**src/hdl/pts_pkg.sv**
```systemverilog
// Shared types, widths and codes for the preemptive tick scheduler.
// Used by the controller, the datapath, the remainder unit and the top level.
// No dependencies.
`default_nettype none

package pts_pkg;

    localparam int TIME_W      = 64;
    localparam int QUANT_W     = 32;
    localparam int LIMIT_W     = 16;
    localparam int TCOUNT_W    = 4;
    localparam int CNT_W       = 32;
    localparam int SEL_W       = 4;
    localparam int OP_W        = 2;
    localparam int NEXT_TASK_W = 3;

    localparam int TASKS_MAX = 8;
    localparam int TASK_W    = (TASKS_MAX > 1) ? $clog2(TASKS_MAX) : 1;
    localparam int MOD_W     = $clog2(TASKS_MAX + 1);

    localparam int CFG_IDX_W  = 2;
    localparam int CFG_DATA_W = 32;

    localparam int S_FIELDS_W = 6 * TIME_W + SEL_W;
    localparam int S_TDATA_W  = ((S_FIELDS_W + 7) / 8) * 8;
    localparam int M_FIELDS_W = NEXT_TASK_W + 1 + 2 * TIME_W;
    localparam int M_TDATA_W  = ((M_FIELDS_W + 7) / 8) * 8;

    localparam logic [QUANT_W-1:0]  QUANTUM_RST    = QUANT_W'(10000);
    localparam logic [LIMIT_W-1:0]  TICK_LIMIT_RST = LIMIT_W'(200);
    localparam logic [TCOUNT_W-1:0] TASK_COUNT_RST = TCOUNT_W'(1);

    typedef enum logic [OP_W-1:0] {
        OP_START = 2'd0,
        OP_TICK  = 2'd1,
        OP_FINAL = 2'd2,
        OP_READ  = 2'd3
    } op_t;

    typedef enum logic [CFG_IDX_W-1:0] {
        CFG_QUANTUM    = 2'd0,
        CFG_TICK_LIMIT = 2'd1,
        CFG_TASK_COUNT = 2'd2
    } cfg_idx_t;

    typedef enum logic [SEL_W-1:0] {
        SEL_LAT_MIN  = 4'd0,
        SEL_LAT_MAX  = 4'd1,
        SEL_LAT_SUM  = 4'd2,
        SEL_CYC_MIN  = 4'd3,
        SEL_CYC_MAX  = 4'd4,
        SEL_CYC_SUM  = 4'd5,
        SEL_TIM_MIN  = 4'd6,
        SEL_TIM_MAX  = 4'd7,
        SEL_TIM_SUM  = 4'd8,
        SEL_SWITCHES = 4'd9,
        SEL_TICKS    = 4'd10
    } sel_t;

    typedef struct packed {
        logic load;
        logic start_clr;
        logic fold_lat;
        logic fold_cyc;
        logic fold_tim;
        logic tick_upd;
        logic arm_sum;
        logic arm_first;
        logic arm_d;
        logic div_start;
        logic arm_fin;
        logic read_stat;
        logic out_load;
    } cmd_t;

    typedef struct packed {
        logic q_zero;
        logic d_above;
        logic rem_done;
        logic prev_valid;
        logic out_free;
    } sts_t;

endpackage

`default_nettype wire

```
**src/hdl/pts_rem.sv**
```systemverilog
// Iterative remainder unit: 64-bit dividend by 32-bit divisor, two bits a cycle.
// Depends on pts_pkg.
`default_nettype none

module pts_rem (
    input  wire logic                          aclk,
    input  wire logic                          aresetn,
    input  wire logic                          start,
    input  wire logic [pts_pkg::TIME_W-1:0]    dividend,
    input  wire logic [pts_pkg::QUANT_W-1:0]   divisor,
    output logic                               done,
    output logic      [pts_pkg::QUANT_W-1:0]   rem
);
    import pts_pkg::*;

    localparam int ITER  = TIME_W / 2;
    localparam int ITR_W = $clog2(ITER);

    logic [TIME_W-1:0]  dvd_reg, dvd_next;
    logic [QUANT_W-1:0] rem_reg, rem_next;
    logic [ITR_W-1:0]   cnt_reg, cnt_next;
    logic               busy_reg, busy_next;
    logic               done_reg, done_next;
    logic [QUANT_W-1:0] step1, step2;

    function automatic logic [QUANT_W-1:0] rem_step(input logic [QUANT_W-1:0] r,
                                                    input logic b,
                                                    input logic [QUANT_W-1:0] d);
        logic [QUANT_W:0] t;
        t = {r, b};
        if (t >= {1'b0, d}) begin
            t = t - {1'b0, d};
        end
        return t[QUANT_W-1:0];
    endfunction

    always_comb begin
        step1     = rem_step(rem_reg, dvd_reg[TIME_W-1], divisor);
        step2     = rem_step(step1, dvd_reg[TIME_W-2], divisor);
        dvd_next  = dvd_reg;
        rem_next  = rem_reg;
        cnt_next  = cnt_reg;
        busy_next = busy_reg;
        done_next = 1'b0;
        if (start) begin
            dvd_next  = dividend;
            rem_next  = '0;
            cnt_next  = '0;
            busy_next = 1'b1;
        end else if (busy_reg) begin
            dvd_next = {dvd_reg[TIME_W-3:0], 2'b00};
            rem_next = step2;
            cnt_next = cnt_reg + ITR_W'(1);
            if (cnt_reg == ITR_W'(ITER - 1)) begin
                busy_next = 1'b0;
                done_next = 1'b1;
            end
        end
    end

    always_ff @(posedge aclk) begin
        if (!aresetn) begin
            busy_reg <= 1'b0;
            done_reg <= 1'b0;
            cnt_reg  <= '0;
        end else begin
            busy_reg <= busy_next;
            done_reg <= done_next;
            cnt_reg  <= cnt_next;
        end
        dvd_reg <= dvd_next;
        rem_reg <= rem_next;
    end

    assign done = done_reg;
    assign rem  = rem_reg;

endmodule

`default_nettype wire

```
**src/hdl/pts_dp.sv**
```systemverilog
// Datapath of the tick scheduler: configuration, statistics, deadline and result registers.
// Depends on pts_pkg and pts_rem; driven by commands from pts_ctrl.
`default_nettype none

module pts_dp (
    input  wire logic                            aclk,
    input  wire logic                            aresetn,
    input  wire logic                            cfg_wr_en,
    input  wire logic [pts_pkg::CFG_IDX_W-1:0]   cfg_index,
    input  wire logic [pts_pkg::CFG_DATA_W-1:0]  cfg_wdata,
    input  wire logic [pts_pkg::S_TDATA_W-1:0]   s_tdata,
    input  wire pts_pkg::cmd_t                   cmd,
    output pts_pkg::sts_t                        sts,
    output logic                                 m_tvalid,
    input  wire logic                            m_tready,
    output logic      [pts_pkg::M_TDATA_W-1:0]   m_tdata
);
    import pts_pkg::*;

    logic [QUANT_W-1:0]  quantum_reg, quantum_next;
    logic [LIMIT_W-1:0]  limit_reg, limit_next;
    logic [TCOUNT_W-1:0] tcount_reg, tcount_next;

    logic [TIME_W-1:0] em_reg, em_next;
    logic [TIME_W-1:0] ec_reg, ec_next;
    logic [TIME_W-1:0] xm_reg, xm_next;
    logic [TIME_W-1:0] xc_reg, xc_next;
    logic [TIME_W-1:0] first_reg, first_next;
    logic [TIME_W-1:0] second_reg, second_next;
    logic [SEL_W-1:0]  sel_reg, sel_next;

    logic [CNT_W-1:0]  tick_reg, tick_next;
    logic [TASK_W-1:0] task_reg, task_next;
    logic              none_reg, none_next;
    logic [TIME_W-1:0] deadline_reg, deadline_next;
    logic              prev_reg, prev_next;
    logic [TIME_W-1:0] sav_cyc_reg, sav_cyc_next;
    logic [TIME_W-1:0] sav_mt_reg, sav_mt_next;
    logic [TIME_W-1:0] lat_min_reg, lat_min_next, lat_max_reg, lat_max_next;
    logic [TIME_W-1:0] lat_sum_reg, lat_sum_next;
    logic [TIME_W-1:0] cyc_min_reg, cyc_min_next, cyc_max_reg, cyc_max_next;
    logic [TIME_W-1:0] cyc_sum_reg, cyc_sum_next;
    logic [TIME_W-1:0] tim_min_reg, tim_min_next, tim_max_reg, tim_max_next;
    logic [TIME_W-1:0] tim_sum_reg, tim_sum_next;
    logic [CNT_W-1:0]  sw_reg, sw_next;
    logic [TIME_W-1:0] armd_reg, armd_next;

    logic [NEXT_TASK_W-1:0] res_task_reg, res_task_next;
    logic                   res_boot_reg, res_boot_next;
    logic [TIME_W-1:0]      res_stat_reg, res_stat_next;
    logic [M_TDATA_W-1:0]   out_reg, out_next;
    logic                   mvalid_reg, mvalid_next;

    logic [TIME_W-1:0]  lat_val, cyc_val, tim_val;
    logic [CNT_W-1:0]   tick_inc;
    logic [MOD_W-1:0]   n_tasks;
    logic [TIME_W-1:0]  div_dvd;
    logic [QUANT_W-1:0] rem_val;
    logic               rem_done;

    function automatic logic [MOD_W-1:0] small_mod(input logic [MOD_W-1:0] v,
                                                   input logic [MOD_W-1:0] n);
        logic [MOD_W-1:0] r;
        r = v;
        for (int i = 0; i < TASKS_MAX; i++) begin
            if (r >= n) begin
                r = r - n;
            end
        end
        return r;
    endfunction

    pts_rem u_rem (
        .aclk     (aclk),
        .aresetn  (aresetn),
        .start    (cmd.div_start),
        .dividend (div_dvd),
        .divisor  (quantum_reg),
        .done     (rem_done),
        .rem      (rem_val)
    );

    assign lat_val  = em_reg - deadline_reg;
    assign cyc_val  = xc_reg - sav_cyc_reg;
    assign tim_val  = xm_reg - sav_mt_reg;
    assign tick_inc = tick_reg + CNT_W'(1);
    assign div_dvd  = second_reg - armd_reg;

    always_comb begin
        if (tcount_reg == '0) begin
            n_tasks = MOD_W'(1);
        end else if (int'(tcount_reg) > TASKS_MAX) begin
            n_tasks = MOD_W'(TASKS_MAX);
        end else begin
            n_tasks = MOD_W'(tcount_reg);
        end
    end

    always_comb begin
        quantum_next  = quantum_reg;
        limit_next    = limit_reg;
        tcount_next   = tcount_reg;
        em_next       = em_reg;
        ec_next       = ec_reg;
        xm_next       = xm_reg;
        xc_next       = xc_reg;
        first_next    = first_reg;
        second_next   = second_reg;
        sel_next      = sel_reg;
        tick_next     = tick_reg;
        task_next     = task_reg;
        none_next     = none_reg;
        deadline_next = deadline_reg;
        prev_next     = prev_reg;
        sav_cyc_next  = sav_cyc_reg;
        sav_mt_next   = sav_mt_reg;
        lat_min_next  = lat_min_reg;
        lat_max_next  = lat_max_reg;
        lat_sum_next  = lat_sum_reg;
        cyc_min_next  = cyc_min_reg;
        cyc_max_next  = cyc_max_reg;
        cyc_sum_next  = cyc_sum_reg;
        tim_min_next  = tim_min_reg;
        tim_max_next  = tim_max_reg;
        tim_sum_next  = tim_sum_reg;
        sw_next       = sw_reg;
        armd_next     = armd_reg;
        res_task_next = res_task_reg;
        res_boot_next = res_boot_reg;
        res_stat_next = res_stat_reg;
        out_next      = out_reg;
        mvalid_next   = mvalid_reg;

        if (cfg_wr_en) begin
            unique case (cfg_index)
                CFG_QUANTUM:    quantum_next = cfg_wdata[QUANT_W-1:0];
                CFG_TICK_LIMIT: limit_next   = cfg_wdata[LIMIT_W-1:0];
                CFG_TASK_COUNT: tcount_next  = cfg_wdata[TCOUNT_W-1:0];
                default: ;
            endcase
        end

        if (cmd.load) begin
            em_next       = s_tdata[0*TIME_W +: TIME_W];
            ec_next       = s_tdata[1*TIME_W +: TIME_W];
            xm_next       = s_tdata[2*TIME_W +: TIME_W];
            xc_next       = s_tdata[3*TIME_W +: TIME_W];
            first_next    = s_tdata[4*TIME_W +: TIME_W];
            second_next   = s_tdata[5*TIME_W +: TIME_W];
            sel_next      = s_tdata[6*TIME_W +: SEL_W];
            res_task_next = '0;
            res_boot_next = 1'b0;
            res_stat_next = '0;
        end

        if (cmd.start_clr) begin
            tick_next = '0;
            prev_next = 1'b0;
        end

        if (cmd.fold_lat) begin
            if (lat_val < lat_min_reg) begin
                lat_min_next = lat_val;
            end
            if (lat_val > lat_max_reg) begin
                lat_max_next = lat_val;
            end
            lat_sum_next = lat_sum_reg + lat_val;
        end

        if (cmd.fold_cyc) begin
            if (cyc_val < cyc_min_reg) begin
                cyc_min_next = cyc_val;
            end
            if (cyc_val > cyc_max_reg) begin
                cyc_max_next = cyc_val;
            end
            cyc_sum_next = cyc_sum_reg + cyc_val;
        end

        if (cmd.fold_tim) begin
            if (tim_val < tim_min_reg) begin
                tim_min_next = tim_val;
            end
            if (tim_val > tim_max_reg) begin
                tim_max_next = tim_val;
            end
            tim_sum_next = tim_sum_reg + tim_val;
            sw_next      = sw_reg + CNT_W'(1);
        end

        if (cmd.tick_upd) begin
            tick_next = tick_inc;
            if (tick_inc >= CNT_W'(limit_reg)) begin
                res_boot_next = 1'b1;
            end else if (none_reg) begin
                none_next     = 1'b0;
                task_next     = '0;
                res_task_next = '0;
            end else begin
                task_next     = TASK_W'(small_mod(MOD_W'(task_reg) + MOD_W'(1), n_tasks));
                res_task_next = NEXT_TASK_W'(task_next);
            end
            sav_cyc_next = ec_reg;
            sav_mt_next  = em_reg;
            prev_next    = 1'b1;
        end

        if (cmd.arm_sum) begin
            armd_next = first_reg + TIME_W'(quantum_reg);
        end
        if (cmd.arm_first) begin
            deadline_next = first_reg;
        end
        if (cmd.arm_d) begin
            deadline_next = armd_reg;
        end
        if (cmd.arm_fin) begin
            deadline_next = second_reg + TIME_W'(quantum_reg - rem_val);
        end

        if (cmd.read_stat) begin
            unique case (sel_reg)
                SEL_LAT_MIN:  res_stat_next = lat_min_reg;
                SEL_LAT_MAX:  res_stat_next = lat_max_reg;
                SEL_LAT_SUM:  res_stat_next = lat_sum_reg;
                SEL_CYC_MIN:  res_stat_next = cyc_min_reg;
                SEL_CYC_MAX:  res_stat_next = cyc_max_reg;
                SEL_CYC_SUM:  res_stat_next = cyc_sum_reg;
                SEL_TIM_MIN:  res_stat_next = tim_min_reg;
                SEL_TIM_MAX:  res_stat_next = tim_max_reg;
                SEL_TIM_SUM:  res_stat_next = tim_sum_reg;
                SEL_SWITCHES: res_stat_next = TIME_W'(sw_reg);
                SEL_TICKS:    res_stat_next = TIME_W'(tick_reg);
                default:      res_stat_next = '0;
            endcase
        end

        if (mvalid_reg && m_tready) begin
            mvalid_next = 1'b0;
        end
        if (cmd.out_load) begin
            out_next    = M_TDATA_W'({res_stat_reg, deadline_reg, res_boot_reg, res_task_reg});
            mvalid_next = 1'b1;
        end
    end

    always_ff @(posedge aclk) begin
        if (!aresetn) begin
            quantum_reg  <= QUANTUM_RST;
            limit_reg    <= TICK_LIMIT_RST;
            tcount_reg   <= TASK_COUNT_RST;
            tick_reg     <= '0;
            task_reg     <= '0;
            none_reg     <= 1'b1;
            deadline_reg <= '0;
            prev_reg     <= 1'b0;
            sav_cyc_reg  <= '0;
            sav_mt_reg   <= '0;
            lat_min_reg  <= '1;
            lat_max_reg  <= '0;
            lat_sum_reg  <= '0;
            cyc_min_reg  <= '1;
            cyc_max_reg  <= '0;
            cyc_sum_reg  <= '0;
            tim_min_reg  <= '1;
            tim_max_reg  <= '0;
            tim_sum_reg  <= '0;
            sw_reg       <= '0;
            mvalid_reg   <= 1'b0;
        end else begin
            quantum_reg  <= quantum_next;
            limit_reg    <= limit_next;
            tcount_reg   <= tcount_next;
            tick_reg     <= tick_next;
            task_reg     <= task_next;
            none_reg     <= none_next;
            deadline_reg <= deadline_next;
            prev_reg     <= prev_next;
            sav_cyc_reg  <= sav_cyc_next;
            sav_mt_reg   <= sav_mt_next;
            lat_min_reg  <= lat_min_next;
            lat_max_reg  <= lat_max_next;
            lat_sum_reg  <= lat_sum_next;
            cyc_min_reg  <= cyc_min_next;
            cyc_max_reg  <= cyc_max_next;
            cyc_sum_reg  <= cyc_sum_next;
            tim_min_reg  <= tim_min_next;
            tim_max_reg  <= tim_max_next;
            tim_sum_reg  <= tim_sum_next;
            sw_reg       <= sw_next;
            mvalid_reg   <= mvalid_next;
        end
        em_reg       <= em_next;
        ec_reg       <= ec_next;
        xm_reg       <= xm_next;
        xc_reg       <= xc_next;
        first_reg    <= first_next;
        second_reg   <= second_next;
        sel_reg      <= sel_next;
        armd_reg     <= armd_next;
        res_task_reg <= res_task_next;
        res_boot_reg <= res_boot_next;
        res_stat_reg <= res_stat_next;
        out_reg      <= out_next;
    end

    assign sts.q_zero     = (quantum_reg == '0);
    assign sts.d_above    = (armd_reg > second_reg);
    assign sts.rem_done   = rem_done;
    assign sts.prev_valid = prev_reg;
    assign sts.out_free   = !mvalid_reg || m_tready;

    assign m_tvalid = mvalid_reg;
    assign m_tdata  = out_reg;

endmodule

`default_nettype wire

```
**src/hdl/pts_ctrl.sv**
```systemverilog
// Controller state machine of the tick scheduler: sequences one event through the datapath.
// Depends on pts_pkg; talks to pts_dp through the command and status structs.
`default_nettype none

module pts_ctrl (
    input  wire logic                      aclk,
    input  wire logic                      aresetn,
    input  wire logic                      s_tvalid,
    output logic                           s_tready,
    input  wire logic [pts_pkg::OP_W-1:0]  s_tuser,
    input  wire pts_pkg::sts_t             sts,
    output pts_pkg::cmd_t                  cmd
);
    import pts_pkg::*;

    typedef enum logic [11:0] {
        S_IDLE    = 12'b0000_0000_0001,
        S_START   = 12'b0000_0000_0010,
        S_LAT     = 12'b0000_0000_0100,
        S_CYC     = 12'b0000_0000_1000,
        S_TIM     = 12'b0000_0001_0000,
        S_TICK    = 12'b0000_0010_0000,
        S_ARM_SUM = 12'b0000_0100_0000,
        S_ARM_CHK = 12'b0000_1000_0000,
        S_DIV     = 12'b0001_0000_0000,
        S_ARM_FIN = 12'b0010_0000_0000,
        S_READ    = 12'b0100_0000_0000,
        S_DONE    = 12'b1000_0000_0000
    } state_t;

    state_t state_reg, state_next;
    op_t    op_reg, op_next;

    always_comb begin
        state_next = state_reg;
        op_next    = op_reg;
        cmd        = '0;
        unique case (state_reg)
            S_IDLE: begin
                if (s_tvalid) begin
                    cmd.load = 1'b1;
                    op_next  = op_t'(s_tuser);
                    unique case (op_t'(s_tuser))
                        OP_START: state_next = S_START;
                        OP_TICK:  state_next = S_LAT;
                        OP_FINAL: state_next = S_CYC;
                        OP_READ:  state_next = S_READ;
                    endcase
                end
            end
            S_START: begin
                cmd.start_clr = 1'b1;
                state_next    = S_ARM_SUM;
            end
            S_LAT: begin
                cmd.fold_lat = 1'b1;
                state_next   = sts.prev_valid ? S_CYC : S_TICK;
            end
            S_CYC: begin
                cmd.fold_cyc = 1'b1;
                state_next   = S_TIM;
            end
            S_TIM: begin
                cmd.fold_tim = 1'b1;
                state_next   = (op_reg == OP_TICK) ? S_TICK : S_DONE;
            end
            S_TICK: begin
                cmd.tick_upd = 1'b1;
                state_next   = S_ARM_SUM;
            end
            S_ARM_SUM: begin
                cmd.arm_sum = 1'b1;
                state_next  = S_ARM_CHK;
            end
            S_ARM_CHK: begin
                priority if (sts.q_zero) begin
                    cmd.arm_first = 1'b1;
                    state_next    = S_DONE;
                end else if (sts.d_above) begin
                    cmd.arm_d  = 1'b1;
                    state_next = S_DONE;
                end else begin
                    cmd.div_start = 1'b1;
                    state_next    = S_DIV;
                end
            end
            S_DIV: begin
                if (sts.rem_done) begin
                    state_next = S_ARM_FIN;
                end
            end
            S_ARM_FIN: begin
                cmd.arm_fin = 1'b1;
                state_next  = S_DONE;
            end
            S_READ: begin
                cmd.read_stat = 1'b1;
                state_next    = S_DONE;
            end
            S_DONE: begin
                if (sts.out_free) begin
                    cmd.out_load = 1'b1;
                    state_next   = S_IDLE;
                end
            end
            default: state_next = S_IDLE;
        endcase
    end

    always_ff @(posedge aclk) begin
        if (!aresetn) begin
            state_reg <= S_IDLE;
            op_reg    <= OP_START;
        end else begin
            state_reg <= state_next;
            op_reg    <= op_next;
        end
    end

    assign s_tready = (state_reg == S_IDLE);

endmodule

`default_nettype wire

```
**src/hdl/preemptive_tick_scheduler_with_stats.sv**
```systemverilog
// Top level of the preemptive round-robin tick scheduler with timing statistics.
// Depends on pts_pkg, pts_ctrl, pts_dp and pts_rem.
//
// The block takes one event at a time and returns exactly one result transfer
// per event. A read event goes through the read and done states, and a final
// event through the cycle fold, time fold and done states. For a start or tick
// event the result comes sooner when the quantum is zero or the first deadline
// plus one quantum already lies beyond the second timer reading, and later when
// the deadline must be moved forward by whole quanta. The longer path runs the
// remainder unit, which retires two dividend bits a cycle over 64 bits.
// The next input transfer can be taken from the cycle in which the result is
// presented. A finished result waits in the output register while the next
// event is already being taken. Configuration writes take effect at once and
// are meant for idle periods only.
`default_nettype none

module preemptive_tick_scheduler_with_stats (
    input  wire logic                            aclk,
    input  wire logic                            aresetn,
    input  wire logic                            cfg_wr_en,
    input  wire logic [pts_pkg::CFG_IDX_W-1:0]   cfg_index,
    input  wire logic [pts_pkg::CFG_DATA_W-1:0]  cfg_wdata,
    input  wire logic                            s_tvalid,
    output logic                                 s_tready,
    // entry_mtime, entry_cycles, exit_mtime, exit_cycles, arm_time_first,
    // arm_time_second, stat_select, zero padding
    input  wire logic [pts_pkg::S_TDATA_W-1:0]   s_tdata,
    // opcode
    input  wire logic [pts_pkg::OP_W-1:0]        s_tuser,
    output logic                                 m_tvalid,
    input  wire logic                            m_tready,
    // next_task, to_boot, new_deadline, stat_value, zero padding
    output logic      [pts_pkg::M_TDATA_W-1:0]   m_tdata
);
    import pts_pkg::*;

    cmd_t cmd;
    sts_t sts;

    pts_ctrl u_ctrl (
        .aclk     (aclk),
        .aresetn  (aresetn),
        .s_tvalid (s_tvalid),
        .s_tready (s_tready),
        .s_tuser  (s_tuser),
        .sts      (sts),
        .cmd      (cmd)
    );

    pts_dp u_dp (
        .aclk      (aclk),
        .aresetn   (aresetn),
        .cfg_wr_en (cfg_wr_en),
        .cfg_index (cfg_index),
        .cfg_wdata (cfg_wdata),
        .s_tdata   (s_tdata),
        .cmd       (cmd),
        .sts       (sts),
        .m_tvalid  (m_tvalid),
        .m_tready  (m_tready),
        .m_tdata   (m_tdata)
    );

endmodule

`default_nettype wire

```
**config.mk**
```make
export PLATFORM = sky130hd
export DESIGN_NAME = preemptive_tick_scheduler_with_stats
export DESIGN_NICKNAME = d
export VERILOG_FILES = /design/src/hdl/pts_pkg.sv /design/src/hdl/pts_rem.sv /design/src/hdl/pts_dp.sv /design/src/hdl/pts_ctrl.sv /design/src/hdl/preemptive_tick_scheduler_with_stats.sv
export SDC_FILE = /design/constraint.sdc
export NUM_CORES = 2
export LEC_CHECK = 0
export CORE_MARGIN = 2
export CORE_UTILIZATION = 56
export CTS_CLUSTER_DIAMETER = 40
export DETAILED_ROUTE_END_ITERATION = 6
export DONT_BUFFER_PORTS = 1
export GPL_ROUTABILITY_DRIVEN = 0
export PLACE_DENSITY_LB_ADDON = 0.2
export SYNTH_ARGS = -nofsm -noshare
export SYNTH_HDL_FRONTEND = slang
export SYNTH_SLANG_ARGS = --single-unit
```
**constraint.sdc**
```tcl
create_clock -name aclk -period 15.3 [get_ports aclk]
set_clock_uncertainty 0.2 [all_clocks]
set_input_delay 3.06 -clock aclk [delete_from_list [all_inputs] [get_ports aclk]]
set_output_delay 3.06 -clock aclk [all_outputs]
set_load 0.01 [all_outputs]
```
# After elaboration in Yosys (flattened, before gate mapping)
# Cells that the tools add are included.
# op_classes
n_reduce_logical	29
muxes	84
n_lt_le_gt_ge	19
eq_ne	32
bitwise	3
add_sub_neg	24
# op_table
op	count
case mux 64 bit (11 select lines)	1
two-way mux 64 bit	7
adder 64 bit	4
greater-than comparator 64 bit	4
subtractor 64 bit	4
less-than comparator 64 bit	3
two-way mux 32 bit	4
two-way mux 4 bit	30
case mux 12 bit (10 select lines)	1
two-way mux 12 bit	6
greater-or-equal comparator 33 x 32 -> 1 bit	2
adder 32 x 1 -> 32 bit (second input constant)	2
adder 64 x 32 -> 64 bit	1
subtractor 32 bit	2
case mux 12 bit (4 select lines)	1
subtractor 32 x 32 -> 33 bit	1
greater-or-equal comparator 32 x 16 -> 1 bit	1
greater-or-equal comparator 4 bit	8
logical NOT 32 bit	1
subtractor 4 bit	7
two-way mux 1 bit	26
AND reduction 2 bit	11
two-way mux 3 bit	6
equality test 4 x 3 -> 1 bit (second input constant)	4
37 further kinds	54
# totals
inputBits	433
register_bits	1659
out_inout_bits	138
wordCells	231

# Logic depth before layout (Yosys ltp)
# logic_depth
word_depth	43
ltp_mapped	60
mapped_depth_nobuf	60

# Hierarchy
# From an unflattened synthesis, not the netlist that was laid out.
# hier_totals
cells_unflattened	11649
hier_area_um2	107389.2
# by_module_without_submodules
mod	instances	seq_area_each_um2	cells_per_inst	area_per_inst_um2
pts_dp	1	37355.8	10684	98330.6
pts_rem	1	2702.6	857	8181.6
pts_ctrl	1	280.3	108	877.1

# Worst setup path after synthesis
# OpenSTA, ideal clock, no wires.
# synth_path
kind	in2reg
start	input s_tvalid
end	register u_dp.res_stat_reg[0] (enable)
slack_ps	2399
cell_stages	3
required_ps	14706
setup_time_ps	394
t_arrival_ps	12307
cell_sequence	nand2_1 -> inv_1 -> or2_2
# synth_rtl
element	line_no	rtl
from (decl)	preemptive_tick_scheduler_with_stats.sv:23	input wire logic s_tvalid,
to (signal assigned)	pts_dp.sv:304	res_stat_reg <= res_stat_next;
to (decl)	pts_dp.sv:50	logic [TIME_W-1:0] res_stat_reg, res_stat_next;

# Worst setup path after layout
# layout_path
start	register u_dp.tcount_reg[3]
end	register u_dp.task_reg[0]
# layout_via
elab_chain_cells	41
word_cells_on_any_way	50
cone_classes	add/sub (8); order compare (9); mux (32); reduce/logical (1)
# layout_lines
element	line_no	rtl
from (decl)	pts_dp.sv:22	logic [TCOUNT_W-1:0] tcount_reg, tcount_next;
from (signal assigned)	pts_dp.sv:274	tcount_reg <= tcount_next;
greater-than comparator 4 bit	pts_dp.sv:92	end else if (int'(tcount_reg) > TASKS_MAX) begin
two-way mux 4 bit	pts_dp.sv:92	
two-way mux 4 bit (*)	pts_dp.sv:90	if (tcount_reg == '0) begin
subtractor 4 bit or greater-or-equal comparator 4 bit (tied branches)	pts_dp.sv:67, pts_dp.sv:66	
two-way mux 4 bit	pts_dp.sv:66	if (r >= n) begin
two-way mux 4 bit	pts_dp.sv:196	end else if (none_reg) begin
two-way mux 4 bit	pts_dp.sv:194	if (tick_inc >= CNT_W'(limit_reg)) begin
two-way mux 4 bit	pts_dp.sv:192	if (cmd.tick_upd) begin
[... 25 more ...]	n/a	
subtractor 4 bit or greater-or-equal comparator 4 bit (tied branches)	pts_dp.sv:67, pts_dp.sv:66	
two-way mux 4 bit	pts_dp.sv:66	
two-way mux 4 bit	pts_dp.sv:196	
two-way mux 4 bit	pts_dp.sv:194	
two-way mux 4 bit	pts_dp.sv:192	
greater-or-equal comparator 4 bit or subtractor 3 bit (tied branches)	pts_dp.sv:66, pts_dp.sv:67	
two-way mux 3 bit (*)	pts_dp.sv:66	
two-way mux 3 bit (*)	pts_dp.sv:196	
to (signal assigned)	pts_dp.sv:276	task_reg <= task_next;
to (decl)	pts_dp.sv:33	logic [TASK_W-1:0] task_reg, task_next;
# Every way passes the cells marked *; elsewhere a longest branch is shown, timed or not. The select of a mux whose other input is x is not followed.
# A chain may end at the register's enable or synchronous reset.

==> key figures <==
Yosys
  – Mapped cell area: around 110,000 um2
  – Cell types with the highest counts after synthesis: 1,454 x nand2_1, 1,199 x a21oi_1, 1,067 x ha_1
  – Compound-Gate Fraction of Synth Area: 0.2183
  – Post-synthesis mux area share: 0.03889
  – Simple-Gate Fraction of Synth Area: 0.1413
  – Share of the synthesized area in the top cell type: 0.1969
  – Gate Count Post-Synth: 12,270
  – Largest family of logic cells by synthesized area: compound AO/OA/AOI/OAI gates
  – Post-synth ARST share: 0
  – Sequential cell area fraction in the yosys report: 0.3715
  – Mean post-synth cell area: 8.850 um2
  – Distinct cells, synth: between 100 and 150
  – Post-synthesis adder-cell area fraction: 0.1266
  – EDFF count, synth: 712
  – Main flop type after synthesis: dfxtp_1
  – Largest area contributor in the netlist: edfxtp_1
  – Total number of yosys warnings: 0
  – Synth Area in XOR/XNOR: 0.04984
  – Number of synthesized register bits: ~1,700
  – Count leader, synth: nand2_1
  – Top cells by area, synth: edfxtp_1 20%, dfxtp_1 17%, ha_1 12%

Drt
  – Via count: 95,770
  – Routed wire length: ~360,000 um
  – DRC Markers: 32
  – Vias per cell: approximately 6.4
  – DR WL/cell: ~24 um
  – DRT Pass-1 Iters: 7
  – Antenna Nets Post-Route: 0
  – Drt initial violations: between 10,000 and 15,000

Clocking
  – Total CTS buffers: a little over 300
  – H-tree depth: 5
  – Clock Sinks: 1,659
  – Worst skew pair latency: roughly 0.95 ns
  – Max clock buf depth: 4
  – CTS tree: yes
  – CTS root buf: clkbuf_16
  – Post-cts resize count: 0
  – Post-CTS Setup Bufs: 0
  – CTS Hold Bufs: 0
  – Reg clk slew, reported paths: 0.06 ns

Floorplanning
  – Die W: about 440 um
  – Io pins: roughly 570
  – Die height: between 400 and 500 um
  – DIE AREA: between 150,000 and 200,000 um2
  – Core area: ~190,000 um2
  – Rows: around 160
  – Initial Util: 0.5639

Final layout
  – Post-Layout Cell Count: between 10,000 and 15,000
  – Fill cell count: 15,850
  – Area grow syn2layout: 11.61%
  – Share of cells above drive strength 1: 0.06182
  – Max reg flops: approximately 130
  – Nets: between 10,000 and 15,000
  – Layout Utilization: 0.6293

Global route
  – Initial antenna violation count: 48
  – First-pass GRT wire length: ~540,000 um
  – Global route total overflow: 0
  – GRT Util Overall: 0.3521
  – Number of global-route vias before repair: about 90,000
  – Largest net degree at the start of global routing: between 300 and 400

Placement
  – PortBufs: 0
  – Hpwl dp: ~270,000 um
  – Placed cells: 14,360
  – Place WS: ~1.6 ns

Timing
  – Unrepaired setup endpoints after global routing: false
  – Max_slew headroom: 0.1716
  – Hold Fails Final Rpt: 0
  – Count of final setup violators: 0
  – Period Utilization, post-route: 0.9002
  – Fmax: just over 70 MHz
  – Tmin final: between 10 and 15 ns
  – Actual slew at the worst max-slew pin: approximately 1.2 ns
  – Final number of max-transition violations: 0
  – Setup TNS: 0 ns
  – Final setup margin: 1.527 ns

Worst setup path
  – Crit path DAT: 14.39 ns
  – Crit path largest cell delay: approximately 0.56 ns
  – Crit path to: u_dp.task_reg[0]
  – Crit. Startpoint: u_dp.tcount_reg[3]
  – Reg2reg path depth: 57
  – CP required: 15.92 ns
  – Worst-path cell with the longest stage delay: inv_1
  – CP dominant cell by count: nand2_1
  – Worst setup SP type: flip-flop
  – Worst reg2reg setup slack: 1.53 ns
  – Reg2reg end: u_dp.task_reg[0]
  – Critical path class: flip-flop to flip-flop
  – RR Startpoint: u_dp.tcount_reg[3]
  – Crit. End Element: flip-flop
  – Worst-path maximum fanout: 10

Pwr
  – Cell Pwr Density: 175.3 nW/um2
  – Max IR drop VDD: between 0.9 and 1 mV
  – Final Total Pwr: roughly 21 mW
  – Pleak: ~50 nW

Hold path
  – Worst hold path type: flip-flop to flip-flop

Flow run
  – MaxCap Viol Count: 0

Run status
  – Violated checks: DRC
  – Status: finished, violations left
[power by group]
| part | switching [mW] | internal, mW |
|---|---|---|
| Combinational | 5.31 | 3.84 |
| Clock | 2.44 | 4.49 |
| Sequential | 0.214 | 4.94 |
[how the worst min path moves through the flow]
stage               slack [ns]  cells past startpoint                 to             startpoint
floorplan                 0.20                      0  u_dp.m_tdata[100]  u_dp.res_stat_reg[32]
global placement          0.20                      0  u_dp.m_tdata[130]  u_dp.res_stat_reg[62]
detailed placement        0.20                      0  u_dp.m_tdata[116]  u_dp.res_stat_reg[48]
CTS                       0.21                      0   u_dp.m_tdata[88]  u_dp.res_stat_reg[20]
global route              0.23                      0  u_dp.m_tdata[123]  u_dp.res_stat_reg[55]
finish                    0.22                      0  u_dp.m_tdata[130]  u_dp.res_stat_reg[62]
[area by class of cell]
class	count	area (um2)	share of cell area
Multi-Input combinational cell	9088	62700	0.5174
Sequential cell	1659	40340	0.3328
Clock buffer	366	8255	0.06811
Inverter	985	3712	0.03063
Tap cell	2526	3161	0.02608
Clock inverter	174	2188	0.01806
Timing Repair Buffer	102	765.7	0.006318
Antenna cell	29	72.57	0.0005988
[kinds of logic after synthesis]
group / Yosys count
AND/OR/NAND/NOR: 3334
other: 1
AO/OA/AOI/OAI: 3629
adder cells (fa/ha/maj): 1087
buffers and inverters: 1527
XOR/XNOR: 618
flip-flops: 1659
multiplexers: 416
[cell usage in the layout (no fill, tap or decap), types with 107 or more instances in the layout]
master,instances
nor2_1,673
nand3_1,198
nor3_1,143
o21bai_1,150
mux2i_1,378
a21o_1,570
ha_1,1067
nand2_1,1452
a31oi_1,117
nor2b_1,107
nand4_1,224
o211ai_1,136
a22o_1,109
xnor2_1,399
o21ai_0,515
dfxtp_1,946
edfxtp_1,712
a21oi_1,1198
xor2_1,219
clkbuf_16,316
and3_1,121
inv_1,983
[critical path, delay by kind of cell (launching register included)]
| kind | cells | cell delay, ns |
|---|---|---|
| compound gates | 23 | 6.09 |
| fa+ha+maj | 10 | 2.60 |
| simple gates | 15 | 1.72 |
| mux | 4 | 1.59 |
| buf+inv | 5 | 1.14 |
| flops | 1 | 0.33 |
[stage by stage]
step	instance area [um2]	hold WS, ns
floorplan	108600	0.2003
global placement	110700	0.2033
detailed placement	110700	0.2045
CTS	121100	0.2139
global route	121200	0.2253
finish	121200	0.2157
[layer usage]
metal	vias to the layer above	track usage	part of all wire
met3	1022	0.07212	0.10
met5	-	0	0.00046
met2	4957	0.5621	0.45
met4	26	0.1888	0.058
met1	45390	0.4478	0.39
li1	44380	-	-
Note: power is estimated with default switching activity, not from simulation.
